## src/hw/rtl/dst_pkg.sv

```systemverilog
// descriptor slot table package: payload structs, operation and status codes,
// controller/datapath command and status structs, default sizes
// no dependencies
package dst_pkg;

  localparam int SLOT_COUNT_DEF = 128;
  localparam int FD_BASE_DEF    = 3;

  // free search groups the used marks into words of this size
  localparam int GRP_SIZE = 16;
  localparam int GRP_W    = 4;

  localparam logic [1:0] OP_ALLOC   = 2'd0;
  localparam logic [1:0] OP_LOOKUP  = 2'd1;
  localparam logic [1:0] OP_RELEASE = 2'd2;

  localparam logic [1:0] ST_OK   = 2'd0;
  localparam logic [1:0] ST_FULL = 2'd1;
  localparam logic [1:0] ST_BAD  = 2'd2;

  typedef struct packed {
    logic [1:0]  func;
    logic [30:0] kernel_handle;
    logic [15:0] user_fd;
  } dst_req_t;

  typedef struct packed {
    logic [1:0]  status;
    logic [15:0] fd_out;
    logic [30:0] handle_out;
  } dst_rsp_t;

  typedef struct packed {
    logic load;
    logic scan;
    logic commit;
    logic check;
  } dst_cmd_t;

  typedef struct packed {
    logic req_alloc;
  } dst_sts_t;

endpackage

```

## src/hw/rtl/dst_ctrl.sv

```systemverilog
// descriptor slot table controller: sequences allocate and lookup/release beats
// depends on dst_pkg
module dst_ctrl
  import dst_pkg::*;
(
  input  logic     clk,
  input  logic     rst,
  input  logic     start,
  input  dst_sts_t sts,
  output dst_cmd_t cmd,
  output logic     busy,
  output logic     done
);

  typedef enum logic [4:0] {
    S_IDLE  = 5'b00001,
    S_SCAN  = 5'b00010,
    S_PICK  = 5'b00100,
    S_CHECK = 5'b01000,
    S_RESP  = 5'b10000
  } state_t;

  state_t state;
  state_t state_next;
  logic   accept;

  assign busy   = !(state == S_IDLE || state == S_RESP);
  assign done   = (state == S_RESP);
  assign accept = start && !busy;

  always_comb begin
    state_next = state;
    unique case (state)
      S_IDLE, S_RESP: begin
        if (accept) begin
          state_next = sts.req_alloc ? S_SCAN : S_CHECK;
        end else begin
          state_next = S_IDLE;
        end
      end
      S_SCAN:  state_next = S_PICK;
      S_PICK:  state_next = S_RESP;
      S_CHECK: state_next = S_RESP;
      default: state_next = S_IDLE;
    endcase
  end

  always_ff @(posedge clk) begin
    if (rst) begin
      state <= S_IDLE;
    end else begin
      state <= state_next;
    end
  end

  assign cmd.load   = accept;
  assign cmd.scan   = (state == S_SCAN);
  assign cmd.commit = (state == S_PICK);
  assign cmd.check  = (state == S_CHECK);

endmodule

```

## config.mk

```make
export PLATFORM = sky130hd
export DESIGN_NAME = dst_ctrl
export DESIGN_NICKNAME = d
export VERILOG_FILES = /design/src/hw/rtl/dst_pkg.sv /design/src/hw/rtl/dst_ctrl.sv
export SDC_FILE = /design/constraint.sdc
export NUM_CORES = 1
export LEC_CHECK = 0
export ABC_AREA = 1
export BUFFER_PORTS_ARGS = -buffer_cell sky130_fd_sc_hd__buf_2
export CAP_MARGIN = 10
export CORE_AREA = 2 2 39 41
export CTS_CLUSTER_SIZE = 10
export DETAILED_ROUTE_END_ITERATION = 10
export DIE_AREA = 0 0 41 43
export GPL_TIMING_DRIVEN = 0
export PLACE_DENSITY = 0.5
export SETUP_SLACK_MARGIN = 0.4
export SLEW_MARGIN = 20
export SYNTH_ARGS = -nofsm -noshare
export SYNTH_HDL_FRONTEND = slang
export SYNTH_SLANG_ARGS = --single-unit
```

## constraint.sdc

```tcl
create_clock -name clk -period 1.4 [get_ports clk]
set_input_delay 0.28 -clock clk [delete_from_list [all_inputs] [get_ports clk]]
set_output_delay 0.28 -clock clk [all_outputs]
set_load 0.02 [all_outputs]
```

# Yosys cells after proc, flatten, opt, wreduce, memory -nomap -nowiden
# Cells that the tools add are included.
[totals]
regBits = 5
output_inout_bits = 6
word_cells = 14
[op_classes]
n_eq_ne = 5
muxes = 3
n_reduce_logical = 5
[op_table]
columns = ["cell", "n"]
rows = [
  ["$pmux W5 S3", 1],
  ["$mux W4", 2],
  ["$eq A5 B1 Y1 const B", 1],
  ["$eq A5 B2 Y1 const B", 1],
  ["$eq A5 B3 Y1 const B", 1],
  ["$eq A5 B4 Y1 const B", 1],
  ["$eq A5 B5 Y1 const B", 1],
  ["$reduce_or A2 Y1", 2],
  ["$logic_and A1 B1 Y1", 1],
  ["$logic_not A1 Y1", 1],
  ["$logic_or A1 B1 Y1", 1],
]

# Logic depth before layout (Yosys ltp)
# Gate-level depths: netlist of run 1.
[logic_depth]
word_depth = 5
mapped_depth = 8
ltp_nobuf = 8

# Worst setup path before layout of run 1
# OpenSTA, ideal clock, no wires.
[synth_timing]
path_kind = "register -> output"
from = "reg state[2]"
to = "out cmd[3] (netlist bit)"
arrival_ns = 0.963
required_time_ns = 1.120
slack_ns = 0.157
stages_incl_launch_ff = 7
path_buffers = 1
cell_sequence = "dfxtp_1 nor2_4 nand2_2 nor2_4 inv_2 nor2_1 buf_4"
[synth_via]
elab_chain_len = 3
[synth_lines]
columns = ["element", "line", "rtl"]
rows = [
  ["start, declared", "dst_ctrl.sv:23", "state_t state;"],
  ["start signal, assigned", "dst_ctrl.sv:52", "state <= state_next;"],
  ["$eq A5 B1 Y1 / $eq A5 B5 Y1 (equally long branches)", "dst_ctrl.sv:27", "assign busy = !(state == S_IDLE || state == S_RESP);"],
  ["$logic_or A1 B1 Y1 *", "dst_ctrl.sv:27", ""],
  ["$logic_and A1 B1 Y1 *", "dst_ctrl.sv:29", "assign accept = start && !busy;"],
  ["end, declared", "dst_ctrl.sv:10", "output dst_cmd_t cmd,"],
]
# Mark *: on every way between the ends. The rest lies on a longest branch, timed or not.

# Worst setup path after layout of run 1
[layout_timing]
from = "reg state[0]"
to = "out cmd[3] (netlist bit)"
# Same word-level chain as after synthesis.

==> impl_metrics.json, run 1 <==
{
  "drcViolationCount": 0,
  "drv_slew": 0,
  "r2r-start": "state[0]",
  "min_from": "sts",
  "chipHeight_um": 43,
  "layout-drive-gt1-share_pct": 76.5,
  "grt_pass1_wl_um": 1080,
  "status": "finished, violations left",
  "io_pins": 10,
  "p_leak_nw": 0.304,
  "rows": 14,
  "die_w_um": 41,
  "grt_pass1_vias": 289,
  "die_area_um2": 1760,
  "io_buffers": 9,
  "fin_worst_skew_ps": 7.30,
  "min_path_type": "input port to flip-flop",
  "antenna_found_initial": 0,
  "worst_ir_drop_vdd_v": 0.000330,
  "cts.clk_slew.worst_paths_ps": 50,
  "wl_um": 784,
  "n_antenna_cell": 0,
  "crit_chain": "inv_2 > nand2_2 > nand2_2 > nor2_4 > inv_2 > nor2_2 > buf_4 > buf_6",
  "worstMarginPinSlew_ps": 140,
  "max_clock_freq_mhz": 666,
  "first_pass_iters": 2,
  "violations": "negative setup slack",
  "crit_slowest_cell": "dfxtp_4",
  "initialDrtViolationCount": 2,
  "cp-startpoint": "state[0]",
  "synth_top_cell_by_area": "dfxtp_1",
  "required_ps": 1120,
  "slew_headroom_pct": 90.7,
  "ys_seq_elements": 5,
  "setup_violations": 3,
  "hold_viol_final": 0,
  "htree_levels": 1,
  "clockBufferDepth": 2,
  "largest_reg_flops": 5,
  "drv_cap": 0,
  "grt.total_usage_pct": 9.36,
  "antenna_left": 0,
  "arrival_ps": 1220,
  "power_mw": 0.429,
  "endpoint_kind": "primary output",
  "cts_num_sinks": 5,
  "yosysTopAreaCellShare_pct": 33.8,
  "r2r_end": "state[0]",
  "synth_warnings": 0,
  "synthesis.nets": 48,
  "syn_area_um2": 297,
  "fin_ws_ps": -102,
  "cts_buffers": 3,
  "synthCells": 44,
  "pwr_density_cell_nw_per_um2": 759,
  "syn_avg_cell_area_um2": 6.74,
  "reg2regPathDepth": 9,
  "cts-root-buf": "clkbuf_4",
  "cts_tree": "done",
  "nets": 73,
  "period_minus_slack_ps": 1500,
  "synth_area_leaders": "dfxtp_1 (34%), inv_1 (13%), nor2_1 (11%), nand2_1 (7.6%), nor2_4 (7.6%)",
  "max_stage_delay_ps": 360,
  "critPathKind": "flip-flop to primary output",
  "fillers": 145,
  "via_per_inst": 3.80,
  "tns_ps": -177,
  "synth.distinct_cells": 12,
  "vias": 319,
  "min_path_cells": 2,
  "crit_fanout": 4,
  "critPathLaunchType": "flip-flop",
  "finalWeightedCongestion": 0.574,
  "start_util_pct": 21.4,
  "synth_seq_area_share_pct": 33.8,
  "wl_per_cell_um": 9.33,
  "holdPathEnd": "state[3]",
  "largest_registers": "state: 5 flops",
  "dp_hpwl_um": 451,
  "rsz0062_at_grt": "yes",
  "top_register": "state",
  "finalCritPeriodShare_pct": 107,
  "grt_overflow": 0,
  "grt_max_degree": 5,
  "area_delta_synth_final_pct": 90.7,
  "r2r_slack_ps": 140,
  "core_um2": 1380,
  "clkLatencyLatePin_ps": 240
}
-- cell usage in the layout, fill, tap and decap left out --
| cell type | Yosys | final |
|---|---|---|
| buf_4 | 2 | 12 |
| inv_1 | 10 | 7 |
| buf_6 | 0 | 6 |
| inv_2 | 2 | 5 |
| nor2_1 | 9 | 4 |
| nor2_4 | 2 | 4 |
| nand3_2 | 0 | 4 |
| nor2_2 | 1 | 4 |
| nand2_1 | 6 | 4 |
| buf_2 | 0 | 4 |
| dfxtp_2 | 0 | 4 |
| nand2_2 | 1 | 3 |
| clkbuf_4 | 0 | 3 |
| a21oi_2 | 0 | 1 |
| nand3b_4 | 1 | 1 |
| clkbuf_1 | 0 | 1 |
| dfxtp_4 | 0 | 1 |
-- report_power, final --
| group | switching (mW) | leakage (nW) | total (mW) | internal, mW |
|---|---|---|---|---|
| Sequential | 0.00711 | 0.0427 | 0.156 | 0.148 |
| Combinational | 0.0545 | 0.247 | 0.107 | 0.0529 |
| Clock | 0.0587 | 0.0150 | 0.166 | 0.108 |
| Total | 0.120 | 0.304 | 0.429 | 0.309 |
-- synth_stat cells (all sizes together) --
master  number
inv         12
a21oi        1
nand2        7
buf          2
dfxtp        5
nand3        4
nand3b       1
nor2        12
-- final cells by class --
cell class | instances | area [um2] | area share, %
multi-input cells | 25 | 188 | 33.2
repair buffers | 20 | 163 | 28.8
flip-flops and latches | 5 | 109 | 19.2
inverters | 12 | 45.0 | 7.96
clock buffers | 4 | 26.3 | 4.65
well taps | 16 | 20.0 | 3.54
plain buffers | 2 | 15.0 | 2.65
-- layer usage --
layer  track usage [%]  wire (um)  share of wire (%)  up-vias
met5                 0          0                  0        -
met4              6.00          6               0.77        0
met3              3.14         31                4.0        2
met2              15.0        467                 60        5
met1              9.71        278                 35      141
li1                  -          -                  -      171
-- what timing repair did --
item                       4_1_cts  5_1_grt
hold buffers                     0        0
resized for setup               17       11
setup endpoints to repair        7       10
setup buffers                    6        5
pin swaps                        4        8
-- logic make-up (layout without fill, tap and decap cells) --
family / count (synthesis) / after routing / share of synthesized area [%]
and+or+nand+nor: 24 / 24 / 44.3
buffers and inverters: 14 / 38 / 20.3
AOI/OAI and AO/OA: 1 / 1 / 1.69
DFF: 5 / 5 / 33.8
-- worst max-delay path by stage --
| stage | slack [ps] | to |
|---|---|---|
| floorplan | 180 | cmd[3] |
| global placement | 90 | cmd[3] |
| detailed placement | 80 | cmd[3] |
| CTS | -100 | cmd[3] |
| global route | -160 | cmd[3] |
| finish | -100 | cmd[3] |
-- critical path: cells and delay by family (launching register included) --
kind	cells	cell delay [ps]
simple gates	4	320
buf+inv	4	300
flops	1	360
-- per-stage QoR --
step	setup WS [ps]	area, um2	std cells	hold slack, ps	util (%)
after global placement	86.6	368	69	454	26.6
after floorplan	183	303	44	339	-
after CTS	-102	495	79	210	35.8
after detailed placement	78.9	368	69	457	26.6
after global routing	-162	566	84	215	40.9
final	-102	566	84	214	40.9
(Power assumes the default switching activity.)
==> run 2: changes to the inputs <==
--- a/config.mk
+++ b/config.mk
@@ -6,5 +6,4 @@
 export NUM_CORES = 1
 export LEC_CHECK = 0
-export ABC_AREA = 1
 export BUFFER_PORTS_ARGS = -buffer_cell sky130_fd_sc_hd__buf_2
 export CAP_MARGIN = 10
@@ -14,5 +13,5 @@
 export DIE_AREA = 0 0 41 43
 export GPL_TIMING_DRIVEN = 0
-export PLACE_DENSITY = 0.5
+export PLACE_DENSITY = 0.49
 export SETUP_SLACK_MARGIN = 0.4
 export SLEW_MARGIN = 20
==> constraint.sdc (replaced) <==
create_clock -name clk -period 1.4 [get_ports clk]
set_input_delay 0.21 -clock clk [delete_from_list [all_inputs] [get_ports clk]]
set_output_delay 0.21 -clock clk [all_outputs]
set_load 0.02 [all_outputs]
==> run 2 against run 1 <==
Against the previous run: the run still ends with negative setup slack left; non-clock buffer count shrank 5; sequential cell count unchanged; count of clock-buffer cells in the layout did not move; die area is the same; setup slack worse by 75 ps; clock power about the same; clock skew decreased by 6.4 ps; utilization is 2.4 points lower; critical path depth fell by 5; via count shrank 5.6%; largest cell class unchanged; highest routed layer unchanged.
==> impl_metrics.json, run 2 <==
{
  "status": "finished, violations left",
  "violations": "negative setup slack",
  "cts_num_sinks": 5,
  "largest_registers": "state: 5 flops",
  "whs_ps": 136,
  "p_leak_nw": 0.224,
  "synth_seq_area_share_pct": 35.2,
  "start_util_pct": 20.5,
  "synth_top_cell_by_area": "dfxtp_1",
  "core_um2": 1380,
  "critPathLaunchType": "flip-flop",
  "pwr_density_cell_nw_per_um2": 876,
  "die_w_um": 41,
  "worst_ir_drop_vdd_v": 0.000427,
  "ys_seq_elements": 5,
  "via_per_inst": 4.49,
  "grt_overflow": 0,
  "syn_area_um2": 284,
  "arrival_ps": 1370,
  "area_delta_synth_final_pct": 87.7,
  "antenna_found_initial": 0,
  "crit_fanout": 3,
  "vias": 301,
  "ys.flop_type": "dfxtp_1",
  "fin_worst_skew_ps": 0.902,
  "slew_headroom_pct": 80.3,
  "holdPathEnd": "state[3]",
  "fin_ws_ps": -177,
  "chipHeight_um": 43,
  "min_path_cells": 2,
  "place_ws_ps": -33.8,
  "reg2regPathDepth": 4,
  "rows": 14,
  "grt_pass1_vias": 222,
  "synth_area_leaders": "dfxtp_1 (35%), nor3_1 (8.8%), nor3b_2 (8.8%), xnor2_1 (6.2%), buf_4 (5.3%)",
  "dp_hpwl_um": 422,
  "ys_async_sr_fraction_pct": 0,
  "finalWeightedCongestion": 0.696,
  "antenna_left": 0,
  "rsz0062_at_grt": "yes",
  "wl_um": 678,
  "max_clock_freq_mhz": 634,
  "final_common_cell": "buf_4",
  "syn_avg_cell_area_um2": 8.88,
  "first_pass_iters": 3,
  "top_register": "state",
  "finalCritPeriodShare_pct": 113,
  "finish.utilization_pct": 38.5,
  "drv_slew": 0,
  "cts_buffers": 3,
  "n_antenna_cell": 0,
  "wl_per_cell_um": 10.1,
  "r2r_slack_ps": 100,
  "required_ps": 1190,
  "min_path_type": "input port to flip-flop",
  "drcViolationCount": 0,
  "initialDrtViolationCount": 1,
  "synth_warnings": 0,
  "synthCells": 32,
  "synth.distinct_cells": 19,
  "setup_violations": 4,
  "r2r-start": "state[1]",
  "die_area_um2": 1760,
  "worstMarginPinSlew_ps": 294,
  "io_pins": 10,
  "clkLatencyLatePin_ps": 240,
  "drv_cap": 0,
  "synth_edf_count": 0,
  "grt_pass1_wl_um": 903,
  "io_buffers": 9,
  "endpoint_kind": "primary output",
  "cts-hold-fix-buffers": 0,
  "cts.clk_slew.worst_paths_ps": 40,
  "layout-drive-gt1-share_pct": 68.6,
  "hold_viol_final": 0,
  "largest_reg_flops": 5,
  "grt.total_usage_pct": 8.13,
  "period_minus_slack_ps": 1580,
  "synthesis.nets": 36,
  "min_from": "sts",
  "cts-root-buf": "clkbuf_4",
  "r2r_end": "state[0]",
  "nets": 56,
  "htree_levels": 1,
  "layout_common_cells": "buf_4 (8), buf_6 (5), dfxtp_4 (5)",
  "tns_ps": -453,
  "grt_max_degree": 9,
  "cts_tree": "done",
  "yosysTopAreaCellShare_pct": 35.2,
  "critPathKind": "flip-flop to primary output",
  "yosys-top-cells-count": "dfxtp_1 (5), nor3_1 (5)",
  "clockBufferDepth": 2
}
[run 2: layout make-up]
cell class / count / area [um2]
well taps: 16 / 20.0
multi-input cells: 23 / 224
plain buffers: 2 / 15.0
fillers: 142 / 851
flip-flops and latches: 5 / 119
clock buffers: 4 / 26.3
inverters: 2 / 7.51
repair buffers: 15 / 121
[run 2: metrics by stage]
step / instance area (um2) / cells / power (mW)
6_report: 533 / 67 / 0.467
5_1_grt: 533 / 67 / 0.505
4_1_cts: 459 / 64 / 0.449
3_5_place_dp: 380 / 57 / 0.264
3_3_place_gp: 380 / 57 / 0.264
2_1_floorplan: 315 / 32 / 0.238
[run 2: power breakdown]
| group | total [mW] | switching [mW] | internal, mW |
|---|---|---|---|
| clock | 0.163 | 0.0557 | 0.108 |
| sequential | 0.163 | 0.0159 | 0.147 |
| combinational | 0.140 | 0.0646 | 0.0759 |
[run 2: kinds of logic after synthesis]
logic type / count (synthesis) / synth area share (%)
AND/OR/NAND/NOR: 17 / 40.1
flip-flops: 5 / 35.2
buffers and inverters: 4 / 7.93
XOR/XNOR: 3 / 9.25
AO/OA/AOI/OAI: 3 / 7.49
[run 2: critical path, stage by stage (launching register included)]
cell     delay (ps)
dfxtp_4         350
or3_4           420
nor3b_4         210
buf_6           140
[run 2: timing repair]
item	CTS	global route
setup endpoints to repair	10	10
buffers inserted	3	3
pin swaps	2	3
gates resized for setup	8	13
[run 2: worst max-delay path by stage]
stage,slack [ps],start,to,cells after the start
after detailed placement,-30,state[2],cmd[3],5
after global placement,-50,state[2],cmd[3],5
final,-180,state[1],cmd[1],3
after floorplan,120,state[1],state[0],3
after global routing,-220,state[1],cmd[1],3
after CTS,-180,state[1],cmd[1],3
[run 2: routing by layer]
layer | up-vias | wire length (um) | part of all wire, % | track usage [%]
met5 | - | 0 | 0 | 0
met4 | 0 | 15 | 2.2 | 6.00
met3 | 2 | 31 | 4.6 | 4.71
met2 | 8 | 359 | 53 | 9.38
met1 | 138 | 272 | 40 | 10.6
li1 | 153 | - | - | -
==> run 3: changes to the inputs <==
Settings changed: ABC_AREA set to 1, PLACE_DENSITY 0.49 to 0.5.
==> run 3 against run 2 <==
Against the previous run: the run still ends with negative setup slack left; worst hold slack better by 6.9 ps; critical path depth grew 5; largest cell class is now buffers; count of clock-buffer cells in the layout did not move; clock skew grew 3.7 ps; highest routed layer is now met3; setup slack gained 170 ps; maximum frequency up 12%; routed wire length shrank 2.1%; cell count grew 22%; first-iteration DRC count decreased by 100%.
==> impl_metrics.json, run 3 (same netlist as run 1, synthesis figures left out) <==
{
  "drv_cap": 0,
  "critPathLaunchType": "flip-flop",
  "worstMarginPinSlew_ps": 167,
  "top_register": "state",
  "clkLatencyLatePin_ps": 240,
  "die_w_um": 41,
  "area_delta_synth_final_pct": 74.7,
  "grt_pass1_vias": 268,
  "slew_headroom_pct": 88.9,
  "dp_hpwl_um": 433,
  "pwr_density_cell_nw_per_um2": 793,
  "chipHeight_um": 43,
  "fin_worst_skew_ps": 4.59,
  "wl_per_cell_um": 8.10,
  "max_clock_freq_mhz": 709,
  "drcViolationCount": 0,
  "finalCritPeriodShare_pct": 101,
  "power_mw": 0.411,
  "dpl.cell_count": 69,
  "hold_viol_final": 0,
  "drv_slew": 0,
  "io_buffers": 9,
  "htree_levels": 1,
  "cts_num_sinks": 5,
  "cts-root-buf": "clkbuf_4",
  "layout_common_cells": "buf_4 (10), inv_1 (9), nor2_1 (6), buf_6 (6), nand2_1 (5)",
  "endpoint_kind": "primary output",
  "cts_buffers": 3,
  "reg2regPathDepth": 10,
  "initialDrtViolationCount": 0,
  "die_area_um2": 1760,
  "finish.utilization_pct": 37.4,
  "finalWeightedCongestion": 0.580,
  "largest_registers": "state: 5 flops",
  "arrival_ps": 1200,
  "n_antenna_cell": 0,
  "crit_fanout": 4,
  "critPathKind": "flip-flop to primary output",
  "grt_overflow": 0,
  "violations": "negative setup slack",
  "required_ps": 1190,
  "cts.clk_slew.worst_paths_ps": 50,
  "first_pass_iters": 1,
  "layout-drive-gt1-share_pct": 62.1,
  "grt_max_degree": 5,
  "min_path_type": "input port to flip-flop",
  "largest_reg_flops": 5,
  "clockBufferDepth": 2,
  "io_pins": 10,
  "via_per_inst": 3.80,
  "vias": 312,
  "grt_pass1_wl_um": 1050,
  "rows": 14,
  "period_minus_slack_ps": 1410,
  "worst_ir_drop_vdd_v": 0.000387,
  "antenna_left": 0,
  "final_common_cell": "buf_4",
  "stdcell_count": 82,
  "grt.total_usage_pct": 9.06,
  "status": "finished, violations left",
  "setup_violations": 1,
  "cts_tree": "done",
  "core_um2": 1380,
  "wl_um": 664,
  "start_util_pct": 21.4,
  "fin_ws_ps": -10.9,
  "p_leak_nw": 0.298,
  "rsz0062_at_grt": "yes",
  "nets": 71,
  "antenna_found_initial": 0,
  "min_path_cells": 2
}
[run 3: cell types whose count changed in the layout (fill, tap and decap cells not counted), moves of 3 or more]
cell,previous run,this run
nand2_1,2,5
nor2_2,0,4
dfxtp_2,0,3
nor2_1,1,6
dfxtp_4,5,1
inv_2,0,3
inv_1,2,9
[run 3: layout make-up]
| cell class | instances | area (um2) |
|---|---|---|
| inverter | 12 | 45.0 |
| fill | 150 | 866 |
| buffer | 2 | 15.0 |
| clock buffer | 4 | 26.3 |
| multi-input combinational | 25 | 156 |
| timing repair buffer | 18 | 148 |
| sequential | 5 | 108 |
| tap | 16 | 20.0 |
[run 3: routing by layer]
layer  global-route usage [%]  wire length, um
met5                        0                0
met4                     6.00                0
met3                     3.14               28
met2                     13.4              364
met1                     10.4              271
[run 3: where the power goes]
part           switching, mW  internal, mW
combinational         0.0481        0.0472
sequential           0.00552         0.147
clock                 0.0551         0.107
[run 3: path summary, 6_finish.rpt]
kind                               start       end  slack (ps)
worst min-delay path                 sts  state[3]         140
worst min register to register  state[1]  state[2]         510
worst max-delay path            state[0]    cmd[3]         -10
worst max register to register  state[2]  state[0]         200
[run 3: repair_timing]
item	in CTS	in global routing
hold buffers	0	0
endpoints found under the hold margin	0	0
endpoints found under the setup margin	6	10
buffers inserted	7	2
gates cloned	0	0
gates resized for setup	12	7
pin swaps	6	5
[run 3: through the flow]
stage / hold slack (ps) / setup TNS (ps) / worst slack [ps] / cell area (um2)
after global placement: 384 / 0 / 153 / 368
after detailed placement: 386 / 0 / 149 / 368
after floorplan: 269 / 0 / 253 / 303
after CTS: 138 / -16.3 / -16.3 / 483
final: 143 / -10.9 / -10.9 / 518
after global routing: 138 / -148 / -78.9 / 518
[run 3: critical path, cell delays in order (launching register included)]
cell and delay (ps):
dfxtp_2 350, inv_1 40, nand2_1 60, nand2_2 70, nor2_4 120, inv_2 50, nor2_2 70, buf_4 110
buf_6 100
